===== config.mk =====
export PLATFORM = sky130hd
export DESIGN_NAME = melody_tone_sequencer_top
export DESIGN_NICKNAME = d
export VERILOG_FILES = /design/src/rtl/mts_pkg.sv /design/src/rtl/melody_tone_sequencer_top.sv /design/src/rtl/mts_front.sv /design/src/rtl/mts_jobq.sv /design/src/rtl/mts_back.sv
export VERILOG_INCLUDE_DIRS = /design/src /design/src/rtl
export SDC_FILE = /design/constraint.sdc
export NUM_CORES = 1
export LEC_CHECK = 0
export ABC_CLOCK_PERIOD_IN_PS = 4450
export BUFFER_PORTS_ARGS = -buffer_cell sky130_fd_sc_hd__buf_2
export CORE_MARGIN = 1.5
export CORE_UTILIZATION = 44
export CTS_BUF_LIST = sky130_fd_sc_hd__clkbuf_4 sky130_fd_sc_hd__clkbuf_8 sky130_fd_sc_hd__clkbuf_16
export DETAILED_ROUTE_END_ITERATION = 8
export GPL_ROUTABILITY_DRIVEN = 0
export PLACE_DENSITY = 0.73
export RECOVER_POWER = 100
export SLEW_MARGIN = 20
export SYNTH_ARGS = -nofsm -noshare
export SYNTH_HDL_FRONTEND = slang
export SYNTH_SLANG_ARGS = --single-unit

===== constraint.sdc =====
create_clock -name clk -period 4.45 [get_ports clk]
set_input_delay 0.2225 -clock clk [delete_from_list [all_inputs] [get_ports clk]]
set_output_delay 0.2225 -clock clk [all_outputs]
set_load 0.03 [all_outputs]

===== src/rtl/melody_tone_sequencer_top_defines.svh =====
// Assertion macros shared by the melody tone sequencer RTL.
// Depends on a clock named clk and an active-low reset named rst_n in scope.
`ifndef MELODY_TONE_SEQUENCER_TOP_DEFINES_SVH
`define MELODY_TONE_SEQUENCER_TOP_DEFINES_SVH

// Checked at every edge once reset has been released.
`define MTS_ASSERT(label, prop, msg) \
  label: assert property (@(posedge clk) disable iff (!rst_n) prop) else $error(msg);

// Checked at every edge, reset included.
`define MTS_ASSERT_ALWAYS(label, prop, msg) \
  label: assert property (@(posedge clk) prop) else $error(msg);

`endif


===== src/rtl/mts_pkg.sv =====
// Shared types, constants and note tables of the melody tone sequencer.
// No dependencies; every RTL module imports this package.
package mts_pkg;

  localparam int CLK_W       = 27;
  localparam int FREQ_W      = 11;
  localparam int DUR_W       = 9;
  localparam int GAP_W       = 5;
  localparam int NOTE_CNT    = 10;
  localparam int Q_DEPTH     = 2;
  localparam int Q_AW        = $clog2(Q_DEPTH);
  localparam int STEP_W      = $clog2(CLK_W);

  localparam logic [CLK_W-1:0] CLK_RESET  = CLK_W'(32000000);
  localparam logic [15:0]      PERIOD_MAX = 16'hFFFF;
  localparam logic [15:0]      PERIOD_MIN = 16'd2;

  localparam logic [1:0] CMD_UPDATE = 2'd0;

  typedef struct packed {
    logic [1:0]  cmd;
    logic [31:0] now_ms;
  } in_beat_t;

  typedef struct packed {
    logic        tone_on;
    logic [15:0] period_ticks;
    logic [14:0] compare_ticks;
    logic        tone_restart;
    logic        playing;
    logic [2:0]  note_position;
  } out_beat_t;

  typedef enum logic [1:0] {
    JOB_KEEP = 2'd0,
    JOB_OFF  = 2'd1,
    JOB_LOAD = 2'd2
  } job_kind_t;

  // Work handed from the front to the back: what to do with the tone.
  typedef struct packed {
    job_kind_t         kind;
    logic [FREQ_W-1:0] freq;
    logic              playing;
    logic [2:0]        note_pos;
  } job_t;

  typedef struct packed {
    logic [FREQ_W-1:0] freq;
    logic [DUR_W-1:0]  dur;
    logic [GAP_W-1:0]  gap;
  } note_t;

  typedef struct packed {
    logic  valid;
    note_t note;
  } note_lookup_t;

  function automatic note_t note_rom(input logic [3:0] idx);
    note_t n;
    case (idx)
      4'd0:    n = '{freq: 11'd523,  dur: 9'd90,  gap: 5'd25};
      4'd1:    n = '{freq: 11'd659,  dur: 9'd90,  gap: 5'd25};
      4'd2:    n = '{freq: 11'd784,  dur: 9'd120, gap: 5'd30};
      4'd3:    n = '{freq: 11'd1047, dur: 9'd220, gap: 5'd0};
      4'd4:    n = '{freq: 11'd880,  dur: 9'd80,  gap: 5'd25};
      4'd5:    n = '{freq: 11'd1175, dur: 9'd120, gap: 5'd0};
      4'd6:    n = '{freq: 11'd659,  dur: 9'd90,  gap: 5'd20};
      4'd7:    n = '{freq: 11'd784,  dur: 9'd90,  gap: 5'd20};
      4'd8:    n = '{freq: 11'd988,  dur: 9'd120, gap: 5'd25};
      4'd9:    n = '{freq: 11'd1319, dur: 9'd260, gap: 5'd0};
      default: n = '0;
    endcase
    return n;
  endfunction

  function automatic logic [3:0] mel_base(input logic [1:0] sel);
    logic [3:0] b;
    case (sel)
      2'd2:    b = 4'd4;
      2'd3:    b = 4'd6;
      default: b = 4'd0;
    endcase
    return b;
  endfunction

  function automatic logic [2:0] mel_count(input logic [1:0] sel);
    logic [2:0] c;
    case (sel)
      2'd1:    c = 3'd4;
      2'd2:    c = 3'd2;
      2'd3:    c = 3'd4;
      default: c = 3'd0;
    endcase
    return c;
  endfunction

  // A note outside its melody, or past the table, comes back invalid.
  function automatic note_lookup_t note_lookup(input logic [1:0] sel, input logic [2:0] idx);
    note_lookup_t r;
    logic [3:0]   pos;
    pos     = mel_base(sel) + {1'b0, idx};
    r.valid = (idx < mel_count(sel)) && (pos < 4'(NOTE_CNT));
    r.note  = note_rom(pos);
    return r;
  endfunction

endpackage


===== src/rtl/melody_tone_sequencer_top.sv =====
// Top level of the melody tone sequencer: clock register, front, job queue, back.
// Depends on mts_pkg, mts_front, mts_jobq and mts_back.
//
//   Channel  | Ports                          | Beat
//   input    | in_push, in_full, in_beat      | cmd, now_ms
//   result   | out_pop, out_empty, out_beat   | one tone status per input beat
//   config   | cfg_we, cfg_wdata              | pwm_clock_hz
//
// A play beat or a note change that loads a tone runs through the 27-step bit-serial
// period divider in the back end; other beats bypass the divider.
// The front accepts a beat every cycle while the two-entry job queue has room.
// Reset is synchronous and active low; it silences the tone and idles the melody.
// in_full rises when the queue fills; a held result stalls the back end, which can then fill the queue.
module melody_tone_sequencer_top (
  input  logic                      clk,
  input  logic                      rst_n,
  input  logic                      in_push,
  output logic                      in_full,
  input  mts_pkg::in_beat_t         in_beat,
  output logic                      out_empty,
  input  logic                      out_pop,
  output mts_pkg::out_beat_t        out_beat,
  input  logic                      cfg_we,
  input  logic [mts_pkg::CLK_W-1:0] cfg_wdata
);
  import mts_pkg::*;

  logic [CLK_W-1:0] clk_hz_r;
  logic             q_push, q_pop, q_full, q_empty;
  job_t             push_job, pop_job;

  always_ff @(posedge clk) begin
    if (!rst_n) begin
      clk_hz_r <= CLK_RESET;
    end else if (cfg_we) begin
      clk_hz_r <= cfg_wdata;
    end
  end

  assign in_full = q_full;

  mts_front u_front (
    .clk     (clk),
    .rst_n   (rst_n),
    .in_push (in_push),
    .in_beat (in_beat),
    .q_full  (q_full),
    .q_push  (q_push),
    .q_job   (push_job)
  );

  mts_jobq u_jobq (
    .clk      (clk),
    .rst_n    (rst_n),
    .push     (q_push),
    .push_job (push_job),
    .pop      (q_pop),
    .pop_job  (pop_job),
    .full     (q_full),
    .empty    (q_empty)
  );

  mts_back u_back (
    .clk       (clk),
    .rst_n     (rst_n),
    .clk_hz    (clk_hz_r),
    .q_empty   (q_empty),
    .q_job     (pop_job),
    .q_pop     (q_pop),
    .out_empty (out_empty),
    .out_pop   (out_pop),
    .out_beat  (out_beat)
  );

endmodule


===== src/rtl/mts_front.sv =====
// Front end: accepts command beats, tracks melody position and deadlines,
// and emits one tone job per beat. Depends on mts_pkg.
module mts_front (
  input  logic             clk,
  input  logic             rst_n,
  input  logic             in_push,
  input  mts_pkg::in_beat_t in_beat,
  input  logic             q_full,
  output logic             q_push,
  output mts_pkg::job_t    q_job
);
  import mts_pkg::*;

  logic [1:0]   mel_sel_r, mel_sel_nxt;
  logic [2:0]   note_r, note_nxt;
  logic [31:0]  deadline_r, deadline_nxt;
  logic         gap_r, gap_nxt;
  logic         active_r, active_nxt;
  logic [31:0]  diff;
  logic         due;
  logic [2:0]   next_idx;
  note_lookup_t cur_n, next_n, play_n;

  assign q_push   = in_push && !q_full;
  assign diff     = in_beat.now_ms - deadline_r;
  assign due      = active_r && !diff[31];
  assign next_idx = note_r + 3'd1;
  assign cur_n    = note_lookup(mel_sel_r, note_r);
  assign next_n   = note_lookup(mel_sel_r, next_idx);
  assign play_n   = note_lookup(in_beat.cmd, 3'd0);

  always_comb begin
    mel_sel_nxt  = mel_sel_r;
    note_nxt     = note_r;
    deadline_nxt = deadline_r;
    gap_nxt      = gap_r;
    active_nxt   = active_r;
    q_job.kind   = JOB_KEEP;
    q_job.freq   = '0;
    if (in_beat.cmd != CMD_UPDATE) begin
      mel_sel_nxt = in_beat.cmd;
      note_nxt    = 3'd0;
      gap_nxt     = 1'b0;
      active_nxt  = 1'b1;
      if (play_n.valid) begin
        q_job.kind   = JOB_LOAD;
        q_job.freq   = play_n.note.freq;
        deadline_nxt = in_beat.now_ms + 32'(play_n.note.dur);
      end
    end else if (due) begin
      if (cur_n.valid && !gap_r && (cur_n.note.gap != '0)) begin
        q_job.kind   = JOB_OFF;
        gap_nxt      = 1'b1;
        deadline_nxt = in_beat.now_ms + 32'(cur_n.note.gap);
      end else begin
        note_nxt = next_idx;
        gap_nxt  = 1'b0;
        if ((next_idx == 3'd0) || !next_n.valid) begin
          q_job.kind = JOB_OFF;
          active_nxt = 1'b0;
        end else begin
          q_job.kind   = JOB_LOAD;
          q_job.freq   = next_n.note.freq;
          deadline_nxt = in_beat.now_ms + 32'(next_n.note.dur);
        end
      end
    end
    q_job.playing  = active_nxt;
    q_job.note_pos = note_nxt;
  end

  always_ff @(posedge clk) begin
    if (!rst_n) begin
      mel_sel_r  <= '0;
      note_r     <= '0;
      deadline_r <= '0;
      gap_r      <= 1'b0;
      active_r   <= 1'b0;
    end else if (q_push) begin
      mel_sel_r  <= mel_sel_nxt;
      note_r     <= note_nxt;
      deadline_r <= deadline_nxt;
      gap_r      <= gap_nxt;
      active_r   <= active_nxt;
    end
  end

endmodule


===== src/rtl/mts_jobq.sv =====
// Short job queue between the front and the back of the sequencer.
// Depends on mts_pkg for the job type and depth.
module mts_jobq (
  input  logic          clk,
  input  logic          rst_n,
  input  logic          push,
  input  mts_pkg::job_t push_job,
  input  logic          pop,
  output mts_pkg::job_t pop_job,
  output logic          full,
  output logic          empty
);
  import mts_pkg::*;

  job_t            mem_r [Q_DEPTH];
  logic [Q_AW-1:0] wr_ptr_r, rd_ptr_r;
  logic [Q_AW:0]   cnt_r;

  assign full    = (cnt_r == (Q_AW+1)'(Q_DEPTH));
  assign empty   = (cnt_r == '0);
  assign pop_job = mem_r[rd_ptr_r];

  function automatic logic [Q_AW-1:0] ptr_inc(input logic [Q_AW-1:0] p);
    return (p == Q_AW'(Q_DEPTH-1)) ? '0 : p + 1'b1;
  endfunction

  always_ff @(posedge clk) begin
    if (push) begin
      mem_r[wr_ptr_r] <= push_job;
    end
  end

  always_ff @(posedge clk) begin
    if (!rst_n) begin
      wr_ptr_r <= '0;
      rd_ptr_r <= '0;
      cnt_r    <= '0;
    end else begin
      if (push) begin
        wr_ptr_r <= ptr_inc(wr_ptr_r);
      end
      if (pop) begin
        rd_ptr_r <= ptr_inc(rd_ptr_r);
      end
      if (push && !pop) begin
        cnt_r <= cnt_r + 1'b1;
      end else if (pop && !push) begin
        cnt_r <= cnt_r - 1'b1;
      end
    end
  end

endmodule


===== src/rtl/mts_back.sv =====
// Back end: runs tone jobs, derives the PWM period with a bit-serial divider
// and holds the result beat for the output side. Depends on mts_pkg.
`include "melody_tone_sequencer_top_defines.svh"

module mts_back (
  input  logic                      clk,
  input  logic                      rst_n,
  input  logic [mts_pkg::CLK_W-1:0] clk_hz,
  input  logic                      q_empty,
  input  mts_pkg::job_t             q_job,
  output logic                      q_pop,
  output logic                      out_empty,
  input  logic                      out_pop,
  output mts_pkg::out_beat_t        out_beat
);
  import mts_pkg::*;

  typedef enum logic [2:0] {
    BK_IDLE = 3'b001,
    BK_DIV  = 3'b010,
    BK_DONE = 3'b100
  } bk_state_t;

  bk_state_t         st_r, st_nxt;
  job_t              job_r;
  logic [CLK_W-1:0]  dvd_r, dvd_nxt;
  logic [FREQ_W-1:0] dsr_r;
  logic [FREQ_W-1:0] rem_r, rem_nxt;
  logic [STEP_W-1:0] step_r, step_nxt;
  logic [FREQ_W:0]   trial;
  logic              qbit;
  logic [15:0]       period_hold_r, period_nxt, clamped;
  logic              out_vld_r, out_free, out_load, restart;
  out_beat_t         out_beat_r;
  job_t              res_job;

  assign out_free  = !out_vld_r || out_pop;
  assign out_empty = !out_vld_r;
  assign out_beat  = out_beat_r;

  // Restoring division: one quotient bit per cycle, quotient shifts into dvd_r.
  assign trial = {rem_r, dvd_r[CLK_W-1]};
  assign qbit  = (trial >= {1'b0, dsr_r});

  always_comb begin
    if (dvd_r[CLK_W-1:16] != '0) begin
      clamped = PERIOD_MAX;
    end else if (dvd_r[15:0] < PERIOD_MIN) begin
      clamped = PERIOD_MIN;
    end else begin
      clamped = dvd_r[15:0];
    end
  end

  assign q_pop = (st_r == BK_IDLE) && !q_empty && ((q_job.kind == JOB_LOAD) || out_free);

  always_comb begin
    st_nxt     = st_r;
    dvd_nxt    = dvd_r;
    rem_nxt    = rem_r;
    step_nxt   = step_r;
    out_load   = 1'b0;
    restart    = 1'b0;
    period_nxt = period_hold_r;
    res_job    = q_job;
    case (st_r)
      BK_IDLE: begin
        if (q_pop) begin
          case (q_job.kind)
            JOB_LOAD: begin
              st_nxt   = BK_DIV;
              dvd_nxt  = clk_hz;
              rem_nxt  = '0;
              step_nxt = '0;
            end
            JOB_OFF: begin
              out_load   = 1'b1;
              period_nxt = '0;
            end
            default: begin
              out_load = 1'b1;
            end
          endcase
        end
      end
      BK_DIV: begin
        rem_nxt  = qbit ? FREQ_W'(trial - {1'b0, dsr_r}) : trial[FREQ_W-1:0];
        dvd_nxt  = {dvd_r[CLK_W-2:0], qbit};
        step_nxt = step_r + 1'b1;
        if (step_r == STEP_W'(CLK_W-1)) begin
          st_nxt = BK_DONE;
        end
      end
      BK_DONE: begin
        res_job = job_r;
        if (out_free) begin
          out_load   = 1'b1;
          restart    = 1'b1;
          period_nxt = clamped;
          st_nxt     = BK_IDLE;
        end
      end
      default: begin
        st_nxt = BK_IDLE;
      end
    endcase
  end

  always_ff @(posedge clk) begin
    if (!rst_n) begin
      st_r          <= BK_IDLE;
      period_hold_r <= '0;
      out_vld_r     <= 1'b0;
    end else begin
      st_r          <= st_nxt;
      period_hold_r <= period_nxt;
      if (out_load) begin
        out_vld_r <= 1'b1;
      end else if (out_pop) begin
        out_vld_r <= 1'b0;
      end
    end
  end

  always_ff @(posedge clk) begin
    dvd_r  <= dvd_nxt;
    rem_r  <= rem_nxt;
    step_r <= step_nxt;
    if (q_pop) begin
      job_r <= q_job;
      dsr_r <= q_job.freq;
    end
    if (out_load) begin
      out_beat_r.tone_on       <= (period_nxt != '0);
      out_beat_r.period_ticks  <= period_nxt;
      out_beat_r.compare_ticks <= period_nxt[15:1];
      out_beat_r.tone_restart  <= restart;
      out_beat_r.playing       <= res_job.playing;
      out_beat_r.note_position <= res_job.note_pos;
    end
  end

  `MTS_ASSERT(a_out_no_overwrite, out_load |-> (!out_vld_r || out_pop), "result overwritten before pop")
  `MTS_ASSERT(a_restart_period, (out_vld_r && out_beat_r.tone_restart) |-> (out_beat_r.period_ticks >= PERIOD_MIN), "restarted tone has bad period")
  `MTS_ASSERT(a_div_finishes, (st_r == BK_DIV && step_r == STEP_W'(CLK_W-1)) |=> (st_r == BK_DONE), "divider did not finish on the last step")
  `MTS_ASSERT_ALWAYS(a_pop_only_idle, q_pop |-> (st_r == BK_IDLE && !q_empty), "job taken outside idle")

endmodule


; ---- Yosys cells after proc, flatten, opt, wreduce, memory -nomap -nowiden
; Memory sizes are Yosys's and may differ from the RTL's. A register that Yosys moved wholly into a read port is not among the register bits.
; Index checks and enable logic that the tools add are counted.
[classes]
add_sub_neg = 13
magnitude_cmp = 8
n_eq_ne = 19
mux = 62
n_reduce_logical = 39
[op_table]
columns = cell, count
row1 = 2-to-1 mux 32 bit, 5
row2 = 2-to-1 mux 16 bit, 5
row3 = adder 32 x 9 -> 32 bit, 2
row4 = 2-to-1 mux 11 bit, 5
row5 = 2-to-1 mux 27 bit, 2
row6 = case mux 27 bit (2 select lines), 1
row7 = 2-to-1 mux 13 bit, 3
row8 = adder 32 x 5 -> 32 bit, 1
row9 = case mux 16 bit (2 select lines), 1
row10 = subtractor 32 bit, 1
row11 = case mux 3 bit (2 select lines), 4
row12 = case mux 11 bit (2 select lines), 1
row13 = 2-to-1 mux 3 bit, 7
row14 = 2-to-1 mux 1 bit, 18
row15 = "< comparator 16 x 2 -> 1 bit, second input constant", 1
row16 = nonzero test 16 bit, 1
row17 = "equality test 2 bit, second input constant", 6
row18 = >= comparator 12 x 11 -> 1 bit, 1
row19 = logical AND 1 bit, 11
row20 = nonzero test 11 bit, 1
row21 = subtractor 11 bit, 1
row22 = 2-to-1 mux 5 bit, 2
row23 = case mux 5 bit (2 select lines), 1
row24 = nonzero test 2 bit, 5
row25 = 31 further kinds, 55
[totals]
register_bits = 185
mem_bits_rw = 34
rom_bits = 1152
in_bits = 66
output_inout_bits = 39
elab_cells = 169
mem_count = 4
[memory_table]
columns = name, depth, word_bits, read_ports, rd_ports_with_merged_regs, write_ports, line_no
row1 = (no name shown), 16, 24, 1, 0, 0, mts_pkg.sv:61  ; case (idx)
row2 = (no name shown), 16, 24, 1, 0, 0, mts_pkg.sv:61
row3 = (no name shown), 16, 24, 1, 0, 0, mts_pkg.sv:61
row4 = u_jobq.mem_r, 2, 17, 1, 1, 1, mts_jobq.sv:15  ; job_t mem_r [Q_DEPTH];

; ---- Longest topological paths before layout
; Gate-level depths: netlist of run 1.
[depth]
depth_word = 11
ltp_mapped = 19
mapped_depth_nobuf = 17

; ---- By module
; Synthesis of run 1 repeated with hierarchy kept, for this count alone.
[unflattened]
cells_unflattened = 1190
hier_area_um2 = 11737.5
[modules_own_cells]
columns = mod, n_inst, cells_per_inst, area_per_inst_um2, seq_area_each_um2
row1 = mts_back, 1, 432, 4759.6, 2802.7
row2 = mts_front, 1, 597, 4511.8, 780.7
row3 = mts_jobq, 1, 75, 1443.9, 1121.1
row4 = melody_tone_sequencer_top, 1, 86, 1022.2, 540.5

; ---- Worst setup path after synthesis of run 1
; Ideal clock, no wire load.
[synth_timing]
path_kind = register to register
start = reg (tool-made name)
end = reg u_back.st_r[0]
setup_ns = 0.290
arrival_time_ns = 4.274
required_time_ns = 4.160
path_slack_ns = -0.114
path_stages_with_launch = 5
n_path_buf = 1
period_less_slack_ns = 4.564
path_cell_list = dfxtp_1 clkbuf_1 o32a_1 o21ai_0 o21ai_0
[synth_lines]
columns = item, line_no
row1 = end signal: assignment, mts_back.sv:115  ; st_r <= st_nxt;
row2 = end: declaration, mts_back.sv:24  ; bk_state_t st_r, st_nxt;

; ---- Final worst setup path of run 1
[layout_timing]
start = reg u_front.note_r[1]
end = reg u_front.deadline_r[14]
[layout_between]
elab_chain_cells = 8
elab_cells_between_ends = 25
classes_between = add/sub (5) / order compare (4) / eq/ne (1) / mux (4) / reduce/logical (9) / memory (2)
[layout_lines]
columns = item, line_no
row1 = start: declaration, mts_front.sv:15  ; logic [2:0] note_r, note_nxt;
row2 = start signal: assignment, mts_front.sv:81  ; note_r <= note_nxt;
row3 = adder 3 x 1 -> 3 bit or adder 3 x 3 -> 4 bit (tied branches), "mts_front.sv:27, mts_pkg.sv:102"
row4 = adder 3 x 3 -> 4 bit or < comparator 4 bit (tied branches), "mts_pkg.sv:102, mts_pkg.sv:103"
row5 = memory (16 x 24 bit) (tied with other cells), n/a
row6 = adder 32 x 9 -> 32 bit (tied with other cells), mts_front.sv:64  ; deadline_nxt = in_beat.now_ms + 32'(next_n.note.dur);
row7 = 2-to-1 mux 32 bit (tied with other cells), mts_front.sv:58  ; if ((next_idx == 3'd0) || !next_n.valid) begin
row8 = 2-to-1 mux 32 bit or logical OR 1 bit (tied branches), "mts_front.sv:51, mts_front.sv:58"
row9 = 2-to-1 mux 32 bit or inequality test 3 x 1 -> 1 bit (tied branches), n/a
row10 = 2-to-1 mux 32 bit or AND reduction 4 bit (tied branches), n/a
row11 = end signal: assignment, mts_front.sv:82  ; deadline_r <= deadline_nxt;
row12 = end: declaration, mts_front.sv:16  ; logic [31:0] deadline_r, deadline_nxt;
; Several ways; a longest one is shown, not always the timed one. The select of a mux whose other input is x is not followed.
; A chain may end at the register's enable or synchronous reset.

==> results.md, run 1 <==
- Status: finished with violations
- Failing checks: max-capacitance violations, max-slew violations
- Switching power total: ~2.3 mW
- Storage cell area: around 5200 um^2
- Root Driver: clkbuf_16
- Num CTS Buffers: 22
- Multi-input gate area in the final layout: between 5000 and 6000 um^2
- Final-report hold violation count: 0
- Tightest hold margin: approximately 0.033 ns
- Worst rel slew slack: -42.76%
- Number of I/O pins: around 110
- CP bufs+invs: 1
- Slew Limit Fails: 124
- Post-detailed-route wirelength per cell: between 15 and 20 um
- EDFF count, synth: approximately 110
- Top FF cell, synth: edfxtp_1
- Critical Path RT: approximately 4.8 ns
- Core Region: ~25,000 um^2
- Max FO, Critical Path: 9
- Slowest library cell on the worst path: fa_1
- Yosys reg bits: roughly 200
- Syn Std Cell Area: 11,380 um^2
- Port Buffers: between 100 and 150
- Final Setup Violations: 0
- Hold/Removal Path Class: primary input to register
- Worst Tran Pin Value: 2.127 ns
- Die area: roughly 27,000 um^2
- CP cell instances: ha_1 -> ha_1 -> fa_1 -> nor3_1 -> or2_2 -> ha_1 -> a211oi_2 -> o21ai_1 -> a41oi_1 -> o211ai_1 -> buf_4 -> and3_4 -> nand3b_1 -> nor4b_1 -> a211oi_1
- Part of the power in combinational logic: around a third
- Post-synth net total: about 1,300
- Total track usage: 19.95%
- CTS Buffer Depth: 3
- Crit path time final: around 4.2 ns
- Clock Power Share: between 20% and 30%
- Sw Ratio: a little over a third
- GR Overflow Total: 0
- Setup TNS: 0 ns
- DP Area: 12,150 um^2
- Int Power: approximately 4.3 mW
- Initial DRC count: 632
- Syn Inst Count: around 1,200
- Layout fillers: about 2,300
- Layout Cells excl Fill: between 1,500 and 2,000
- Leak: between 5 and 6 nW
- Commonest non-fill, non-tap cell in the layout: nand2_1
- Die H: about 160 um
- Inst Count DP: between 1,500 and 2,000
- RSZ-0062 raised after global routing: true
- YS warnings: 0
- Asr flop ratio synth: 0%
- Setup CP Type: register to register
- CP most frequent cell: ha_1
- Peak supply drop: between 0.3 and 0.4 mV
- Top delay family on crit path: adder cells
- Sequential share of power: 40.7%
- CP startpoint kind: register
- Detailed placer's ending HPWL: roughly 18 mm
- N_diodes: 0
- Final Net Count: around 1,500
- Crit path DAT: 4.52 ns
- # DRC: 0
- Syn_area_per_cell: about 9.4 um^2
- H-tree depth reported by CTS: 1
- PwrDens: between 500 and 600 nW/um^2
- Max Cap Violations: 4
- Clock Latency Late Sink: approximately 0.52 ns
- Max Freq: 240.8 MHz
- TritonCTS clock tree: yes
- Via count: between 9,000 and 10,000
- Cell variety after synth: 71
- Clk pin slew, worst setup/hold paths: roughly 0.060 ns
- Global-route wire length before repair: between 40 and 50 mm
- Crit-path max cell delay: 0.61 ns
- Sequential-to-total area share from yosys stat: between 40% and 50%
- Core Util, Final: 51.92%
- Design area: approximately 13,000 um^2
- Die width: 163.8 um
- Vias in the first global route: between 8,000 and 9,000
- Initial antenna violation count: 0
- Vias per inst: 5.488
- Row count: between 50 and 60
- DRT antenna net count: 0
- Largest net degree at the start of global routing: 59
- Initial Util: ~45%
- Most frequent cells in the layout: nand2_1 (140), nor2_1 (139), edfxtp_1 (111), dfxtp_1 (88), inv_1 (85)
- CP Capture Type: register
- Final Skew: 0.01322 ns
- Fin crit share: 93.32%
- Area delta synth->final: 15.20%
- Share of post-route cells with drive strength above 1: around an eighth
- WL final: approximately 27 mm
- Detailed Routing Iterations Pass 1: 5
- CTS sink count: 202
==> logic make-up (layout without fill, tap and decap cells) <==
| logic type | after synthesis | count (layout) | share of synthesized area [%] |
|---|---|---|---|
| multiplexers | 63 | 63 | 5.749 |
| adder cells (fa/ha/maj) | 73 | 73 | 8.398 |
| flip-flops | 202 | 202 | 45.29 |
| AO/OA/AOI/OAI | 235 | 235 | 13.27 |
| buffers and inverters | 155 | 277 | 5.672 |
| AND/OR/NAND/NOR | 430 | 430 | 17.59 |
| other | 1 | 1 | 0.03295 |
| XOR/XNOR | 52 | 52 | 4.001 |
==> sequential cells by signal (all words and copies together) (netlist names), 2 cells and up, named ones only <==
| name | flops |
|---|---|
| u_front.deadline_r | 32 |
| u_jobq.mem_r | 32 |
| clk_hz_r | 27 |
| u_back.dvd_r | 27 |
| u_back.out_beat | 22 |
| u_back.period_hold_r | 16 |
| u_back.rem_r | 11 |
| u_back.dsr_r | 10 |
| u_back.step_r | 5 |
| u_back.job_r | 4 |
| u_back.st_r | 3 |
| u_front.note_r | 3 |
| u_front.mel_sel_r | 2 |
| u_jobq.cnt_r | 2 |
==> path summary, 6_finish.rpt <==
path	end	cells past startpoint	start	slack, ns
max	u_front.deadline_r[14]	15	u_front.note_r[1]	0.30
min	u_front.mel_sel_r[0]	3	in_beat[32]	0.03
min reg2reg	u_front.deadline_r[9]	2	u_front.deadline_r[9]	0.46
max reg2reg	u_front.deadline_r[14]	15	u_front.note_r[1]	0.30
==> layer usage <==
metal | up-vias | part of all wire (%) | GRT usage (%)
li1 | 4487 | - | -
met1 | 4311 | 46 | 27.11
met2 | 288 | 46 | 33.03
met3 | 40 | 6.2 | 3.333
met4 | 0 | 1.7 | 5.000
met5 | - | 0 | 0
==> worst reg2reg max path: cells and delay by family, from the launching register on <==
kind	cells	cell delay [ns]
simple gates	5	0.97
buf+inv	1	0.18
fa+ha+maj	4	1.46
compound gates	5	0.99
flops	1	0.41
==> metrics by stage <==
stage | power [mW] | setup slack (ns)
after detailed placement | 4.844 | 0.04176
after global placement | 4.773 | 0.1764
after floorplan | 4.320 | 0.1539
after CTS | 6.658 | 0.007348
after global routing | 6.977 | -0.03319
final | 6.593 | 0.2973
==> cell usage after synthesis (8+ instances only) <==
| cell type | n | share of area, % |
|---|---|---|
| nand2_1 | 140 | 4.6 |
| nor2_1 | 139 | 4.6 |
| edfxtp_1 | 111 | 29 |
| dfxtp_1 | 91 | 16 |
| inv_1 | 85 | 2.8 |
| a21oi_1 | 80 | 3.5 |
| ha_1 | 66 | 7.3 |
| clkbuf_1 | 44 | 1.5 |
| mux2i_1 | 44 | 3.9 |
| a211oi_1 | 37 | 2.4 |
| o21ai_0 | 35 | 1.5 |
| xnor2_1 | 30 | 2.3 |
| nand3_1 | 27 | 1.2 |
| nor3_1 | 22 | 0.97 |
| xor2_1 | 22 | 1.7 |
| nand4_1 | 20 | 1.1 |
| mux2_2 | 18 | 1.8 |
| buf_4 | 15 | 0.99 |
| and3_1 | 14 | 0.77 |
| a21o_1 | 10 | 0.66 |
| o21ai_1 | 10 | 0.44 |
| nor2b_1 | 9 | 0.49 |
| and2_1 | 8 | 0.44 |
| nor4_1 | 8 | 0.44 |
| o211ai_1 | 8 | 0.53 |
==> area by class of cell <==
class,instances,share of cell area (%)
Tap cell,330,3.149
Timing Repair Buffer,151,6.641
Inverter,86,2.471
Multi-Input combinational cell,854,42.95
Clock buffer,32,4.962
Sequential cell,202,39.34
Clock inverter,8,0.4866
==> power groups by stage <==
stage	clock network [mW]	logic, mW	registers (mW)
6_report	1.79	2.12	2.68
5_1_grt	1.89	2.36	2.73
4_1_cts	1.82	2.17	2.67
3_5_place_dp	0	2.14	2.71
3_3_place_gp	0	2.09	2.68
2_1_floorplan	0	1.53	2.79
==> what timing repair did <==
| item | CTS | global route |
|---|---|---|
| hold endpoints to repair | 27 | 0 |
| setup endpoints to repair | 0 | 23 |
| resized for setup | 0 | 15 |
| hold buffers | 27 | 0 |
| setup buffers | 0 | 1 |
(Power assumes the default switching activity.)
==> run 2: changes to the inputs <==
- ABC_CLOCK_PERIOD_IN_PS: 4450 -> 5000
- PLACE_DENSITY: 0.73 -> 0.71
- clock period: 4.45 -> 5 ns (I/O delays scaled with it)
==> run 2 against run 1 <==
Net effect:
- the run still ends with max-capacitance violations, max-slew violations left
- critical endpoint unchanged
- sequential share of layout area rose by 0.22 points
- clock skew fell by 0.0067 ns
- via count down 1.5%
- largest power group unchanged
- clock power down 6%
- largest cell class unchanged
==> results.md, run 2 (synthesized netlist as in run 1, its figures left out) <==
- Critical Path RT: around 5.4 ns
- Detailed Routing Iterations Pass 1: 5
- Status: finished with violations
- Worst rel slew slack: -39.39%
- Slowest library cell on the worst path: fa_1
- Vias per inst: 5.423
- Hold/Removal Path Class: primary input to register
- Row count: 58
- # DRC: 0
- Crit path time final: 4.629 ns
- Layout fillers: approximately 2,300
- Max Cap Violations: 5
- Max Freq: 216.0 MHz
- PwrDens: between 400 and 500 nW/um^2
- CTS Buffer Depth: 3
- Vias in the first global route: around 8,600
- Core Region: 25,250 um^2
- TritonCTS clock tree: yes
- Commonest non-fill, non-tap cell in the layout: nand2_1
- DRT antenna net count: 0
- Final Net Count: ~1,400
- Largest net degree at the start of global routing: slightly below 80
- Setup CP Type: register to register
- Port Buffers: 104
- Clock Latency Late Sink: ~0.52 ns
- Share of post-route cells with drive strength above 1: roughly a tenth
- Via count: 8,992
- Die width: about 160 um
- Initial Util: a little under half
- Slew Limit Fails: 140
- Final Setup Violations: 0
- CP cell instances: ha_1 -> xor2_1 -> fa_1 -> buf_4 -> or2_2 -> nand2_1 -> ha_1 -> o21ai_0 -> o21ai_0 -> a41oi_1 -> o211ai_1 -> and3_1 -> a21boi_0 -> nor4b_1 -> a211oi_1
- Root Driver: clkbuf_16
- Worst Tran Pin Value: approximately 2.1 ns
- Total track usage: 19.40%
- Global-route wire length before repair: approximately 42 mm
- Crit-path max cell delay: 0.63 ns
- RSZ-0062 raised after global routing: false
- Initial antenna violation count: 0
- Post-detailed-route wirelength per cell: approximately 16 um
- Post-CTS setup buffer count: 0
- N_diodes: 0
- Num CTS Buffers: 23
- Final Skew: 0.006491 ns
- Core Util, Final: between 50% and 60%
- Number of I/O pins: roughly 110
- Cts hold-fix bufs: 26
- CP Capture Type: register
- Die H: around 160 um
- Largest regs: u_front.deadline_r: 32 flops, u_jobq.mem_r: 32 flops
- Post-CTS sizing: 0
- CTS sink count: ~200
- H-tree depth reported by CTS: 1
- Clk pin slew, worst setup/hold paths: 0.06 ns
- Max FO, Critical Path: 10
- Final-report hold violation count: 0
- Area delta synth->final: 14.47%
- WL final: 26.30 mm
- CP startpoint kind: register
- Die area: 26,840 um^2
- Most frequent cells in the layout: nand2_1 (141), nor2_1 (139), edfxtp_1 (111), dfxtp_1 (91), inv_1 (85)
- GR Overflow Total: 0
- Failing checks: max-capacitance violations, max-slew violations
- Crit path DAT: ~5 ns
- Fin crit share: between 90% and 100%
- Tightest hold margin: about 0.023 ns
- Setup TNS: 0 ns
- Initial DRC count: about 640
- Peak supply drop: roughly 0.3 mV
- Detailed placer's ending HPWL: about 18 mm
- Tot Pwr: slightly below 6 mW
- Leak: 5.429 nW
run 2: changes by cell type in the layout (fill, tap and decap cells not counted), moves of 3 or more:
| cell | previous run | this run |
|---|---|---|
| buf_4 | 14 | 7 |
| clkinv_2 | 2 | 5 |
| dfxtp_1 | 88 | 91 |
| dfxtp_2 | 3 | 0 |
| o21ai_0 | 37 | 40 |
| o21ai_1 | 8 | 5 |
run 2: stage by stage:
step           cell area (um^2)  setup WS [ns]  std cells
2_1_floorplan             11380         0.4359       1211
4_1_cts                   13140         0.3980       1658
3_5_place_dp              12110         0.4410       1590
5_1_grt                   13030       0.005782       1658
3_3_place_gp              12110         0.6009       1590
6_report                  13030         0.3714       1658
run 2: final timing paths:
check,startpoint,endpoint,slack [ns],cells past startpoint
setup / recovery,u_front.note_r[1],u_front.deadline_r[14],0.37,15
hold / removal,cfg_wdata[10],clk_hz_r[10],0.02,3
setup reg to reg,u_front.note_r[1],u_front.deadline_r[14],0.37,15
hold reg to reg,u_front.gap_r,u_front.gap_r,0.46,2
run 2: power breakdown:
part | leakage (nW) | switching [mW] | internal, mW
combinational | 3.25 | 1.20 | 0.671
clock | 0.389 | 0.689 | 0.989
sequential | 1.79 | 0.186 | 2.20
total | 5.43 | 2.07 | 3.86
run 2: cell type report:
| class | instances | area [um^2] | share of cell area [%] |
|---|---|---|---|
| Clock buffer | 31 | 660.6 | 5.071 |
| Clock inverter | 11 | 102.6 | 0.7875 |
| Inverter | 86 | 322.8 | 2.478 |
| Multi-Input combinational cell | 854 | 5564 | 42.71 |
| Sequential cell | 202 | 5155 | 39.57 |
| Tap cell | 330 | 412.9 | 3.169 |
| Timing Repair Buffer | 144 | 810.8 | 6.223 |
run 2: metal layers:
metal / track usage, % / share of wire [%] / vias to the layer above / routed length [um]
met4: 3.760 / 1.5 / 0 / 397
met1: 26.38 / 46 / 4239 / 12030
met2: 32.97 / 47 / 250 / 12310
met3: 2.778 / 5.9 / 30 / 1559
li1: - / - / 4473 / -
met5: 0 / 0 / - / 0
run 2: worst max-delay path, delay by kind of cell, from the launching register on:
kind	cells	cell delay, ns
and+or+nand+nor	4	1.19
adders and majority gates	3	1.12
AOI/OAI and AO/OA	6	1.11
xor gates and xnor gates	1	0.31
buffers and inverters	1	0.24
DFF	1	0.48
==> run 3: changes to the inputs <==
- CTS_CLUSTER_DIAMETER: default -> 200
- SETUP_SLACK_MARGIN: default -> 0.4
==> run 3 against run 2 <==
Net effect:
- the run still ends with max-capacitance violations, max-slew violations left
- total power is essentially flat
- hold slack lost 0.0068 ns
- register-to-register slack gained 0.12 ns
- critical path depth grew 1
- combinational power is essentially flat
- maximum frequency grew 2.7%
- sequential share of layout area shrank 0.097 points
- count of clock-buffer cells in the layout is the same
==> results.md, run 3 (synthesized netlist as in run 1, its figures left out) <==
- Status: finished with violations
- Failing checks: max-capacitance violations, max-slew violations
- Layout Cells excl Fill: between 1,500 and 2,000
- Die H: 163.8 um
- Worst Tran Pin Value: 2.084 ns
- Most frequent cells in the layout: nand2_1 (141), nor2_1 (139), edfxtp_1 (111), dfxtp_1 (90), inv_1 (85)
- Final Skew: between 0.006 and 0.007 ns
- Vias per inst: 5.422
- Final Net Count: around 1,500
- Initial Util: 45.07%
- Critical Path RT: around 5.4 ns
- Largest regs: u_front.deadline_r: 32 flops, u_jobq.mem_r: 32 flops
- Max Freq: 221.9 MHz
- Int Power: between 3 and 4 mW
- Storage cell area: 5156 um^2
- Core Util, Final: 51.73%
- Inst Count DP: about 1,600
- Max Cap Violations: 5
- Slowest library cell on the worst path: fa_1
- Final-report hold violation count: 0
- Crit path time final: between 4 and 5 ns
- CTS Buffer Depth: 3
- Commonest non-fill, non-tap cell in the layout: nand2_1
- Port Buffers: around 100
- Num CTS Buffers: 23
- Part of the power in combinational logic: 31.5%
- Initial antenna violation count: 0
- Reg2reg setup slack: just under 0.5 ns
- RR Endpoint: u_front.deadline_r[30]
- Worst rel slew slack: -39.87%
- CP Capture Type: register
- Critical Path Start: u_front.note_r[1]
- Top delay family on crit path: adder cells
- Global-route wire length before repair: 42.26 mm
- Stages on worst setup path: 16
- Multi-input gate area in the final layout: ~5600 um^2
- WL final: 26.39 mm
- Core Region: between 20,000 and 30,000 um^2
- Root Driver: clkbuf_16
- DRT antenna net count: 0
- Die width: 163.8 um
- CP startpoint kind: register
- M1 WL: 12.16 mm
- CTS sink count: between 200 and 250
- Met2 WL post-DR: 12.39 mm
- Final Setup Violations: 0
- Vias in the first global route: ~8,600
- Hold Crit Start: cfg_wdata[10]
- Sequential share of power: between 40% and 50%
- Number of I/O pins: between 100 and 150
- Post-detailed-route wirelength per cell: ~16 um
- RR Startpoint: u_front.note_r[1]
- Leak: ~5.4 nW
- PwrDens: roughly 450 nW/um^2
- Slew Limit Fails: between 100 and 150
- Switching power total: roughly 2.1 mW
- Area delta synth->final: 14.77%
- Clk pin slew, worst setup/hold paths: 0.06 ns
- Clock Latency Late Sink: ~0.52 ns
- Detailed placer's ending HPWL: around 18 mm
- Setup crit end: u_front.deadline_r[30]
- GR Overflow Total: 0
- Crit path DAT: between 4 and 5 ns
- Crit-path max cell delay: a little over 0.7 ns
- Detailed Routing Iterations Pass 1: 5
- Die area: 26,840 um^2
- TritonCTS clock tree: yes
- Via count: 8,995
- Fin crit share: approximately 90%
- Layout fillers: between 2,000 and 2,500
- Total track usage: 19.40%
- Met3 WL: 1.424 mm
- CP most frequent cell: ha_1
- Peak supply drop: roughly 0.3 mV
- Setup TNS: 0 ns
- Tightest hold margin: between 0.015 and 0.02 ns
- Sw Ratio: between 30% and 40%
- Uppermost layer routed: met4
- N_diodes: 0
- # DRC: 0
- H-tree depth reported by CTS: 1
- Clock Power Share: between 20 and 30%
- RSZ-0062 raised after global routing: true
- Row count: slightly below 60
- R2R cell count: 16
- CP bufs+invs: 2
- CP cell instances: ha_1 -> ha_1 -> fa_1 -> clkbuf_1 -> or2_2 -> nand2_1 -> ha_1 -> o21ai_0 -> o21ai_1 -> a41oi_1 -> o211ai_1 -> clkbuf_4 -> and4b_1 -> xor2_1 -> nor3_1 -> a211oi_1
- Max FO, Critical Path: 10
- Largest net degree at the start of global routing: roughly 80
- Setup CP Type: register to register
- Hold/Removal Path Class: primary input to register
- Share of post-route cells with drive strength above 1: 11.06%
- Initial DRC count: between 700 and 800
==> run 3: timing repair <==
| item | in CTS | in global routing |
|---|---|---|
| hold buffers | 26 | 0 |
| resized for setup | 1 | 11 |
| endpoints found under the setup margin | 1 | 19 |
| pin swaps | 0 | 1 |
| hold endpoints to repair | 26 | 0 |
| buffers inserted | 0 | 1 |
==> run 3: how the worst min path moves through the flow <==
stage                                to  slack [ns]  cells past startpoint
after floorplan            clk_hz_r[11]        0.38                      2
after global placement    u_front.gap_r        0.44                      2
after detailed placement  u_front.gap_r        0.45                      2
after CTS                  clk_hz_r[10]       0.007                      3
after global routing       clk_hz_r[10]        0.04                      3
final                      clk_hz_r[10]        0.02                      3
==> run 3: power groups by stage <==
stage	registers [mW]	logic, mW	clock network, mW
2_1_floorplan	2.49	1.36	0
3_3_place_gp	2.39	1.86	0
3_5_place_dp	2.40	1.90	0
4_1_cts	2.37	1.93	1.70
5_1_grt	2.42	2.08	1.76
6_report	2.38	1.87	1.68
==> run 3: worst reg2reg max path, cell delays in order (launching register included) <==
cell,delay (ns)
dfxtp_1,0.47
ha_1,0.34
ha_1,0.21
fa_1,0.72
clkbuf_1,0.35
or2_2,0.21
nand2_1,0.11
ha_1,0.35
o21ai_0,0.14
o21ai_1,0.21
a41oi_1,0.14
o211ai_1,0.28
clkbuf_4,0.20
and4b_1,0.20
xor2_1,0.16
nor3_1,0.06
a211oi_1,0.24
==> run 3: final cells by class <==
| class | instances | area share (%) |
|---|---|---|
| repair buffers | 145 | 6.235 |
| well taps | 330 | 3.161 |
| inverters | 86 | 2.471 |
| clock inverters | 11 | 0.7854 |
| flip-flops and latches | 202 | 39.47 |
| clock buffers | 31 | 5.057 |
| multi-input cells | 854 | 42.82 |
==> run 3: per-stage QoR <==
stage | worst slack, ns | cell area [um^2] | power [mW]
2_1_floorplan | 0.4359 | 11380 | 3.849
3_3_place_gp | 0.6009 | 12110 | 4.244
3_5_place_dp | 0.4410 | 12110 | 4.302
4_1_cts | 0.4752 | 13140 | 6.008
5_1_grt | 0.1762 | 13060 | 6.267
6_report | 0.4942 | 13060 | 5.933
==> run 3: routing by layer <==
layer / GRT usage, % / vias to the layer above
met2: 32.97 / 240
met3: 2.778 / 32
met4: 3.760 / 0
met1: 26.38 / 4248
li1: - / 4475
met5: 0 / -
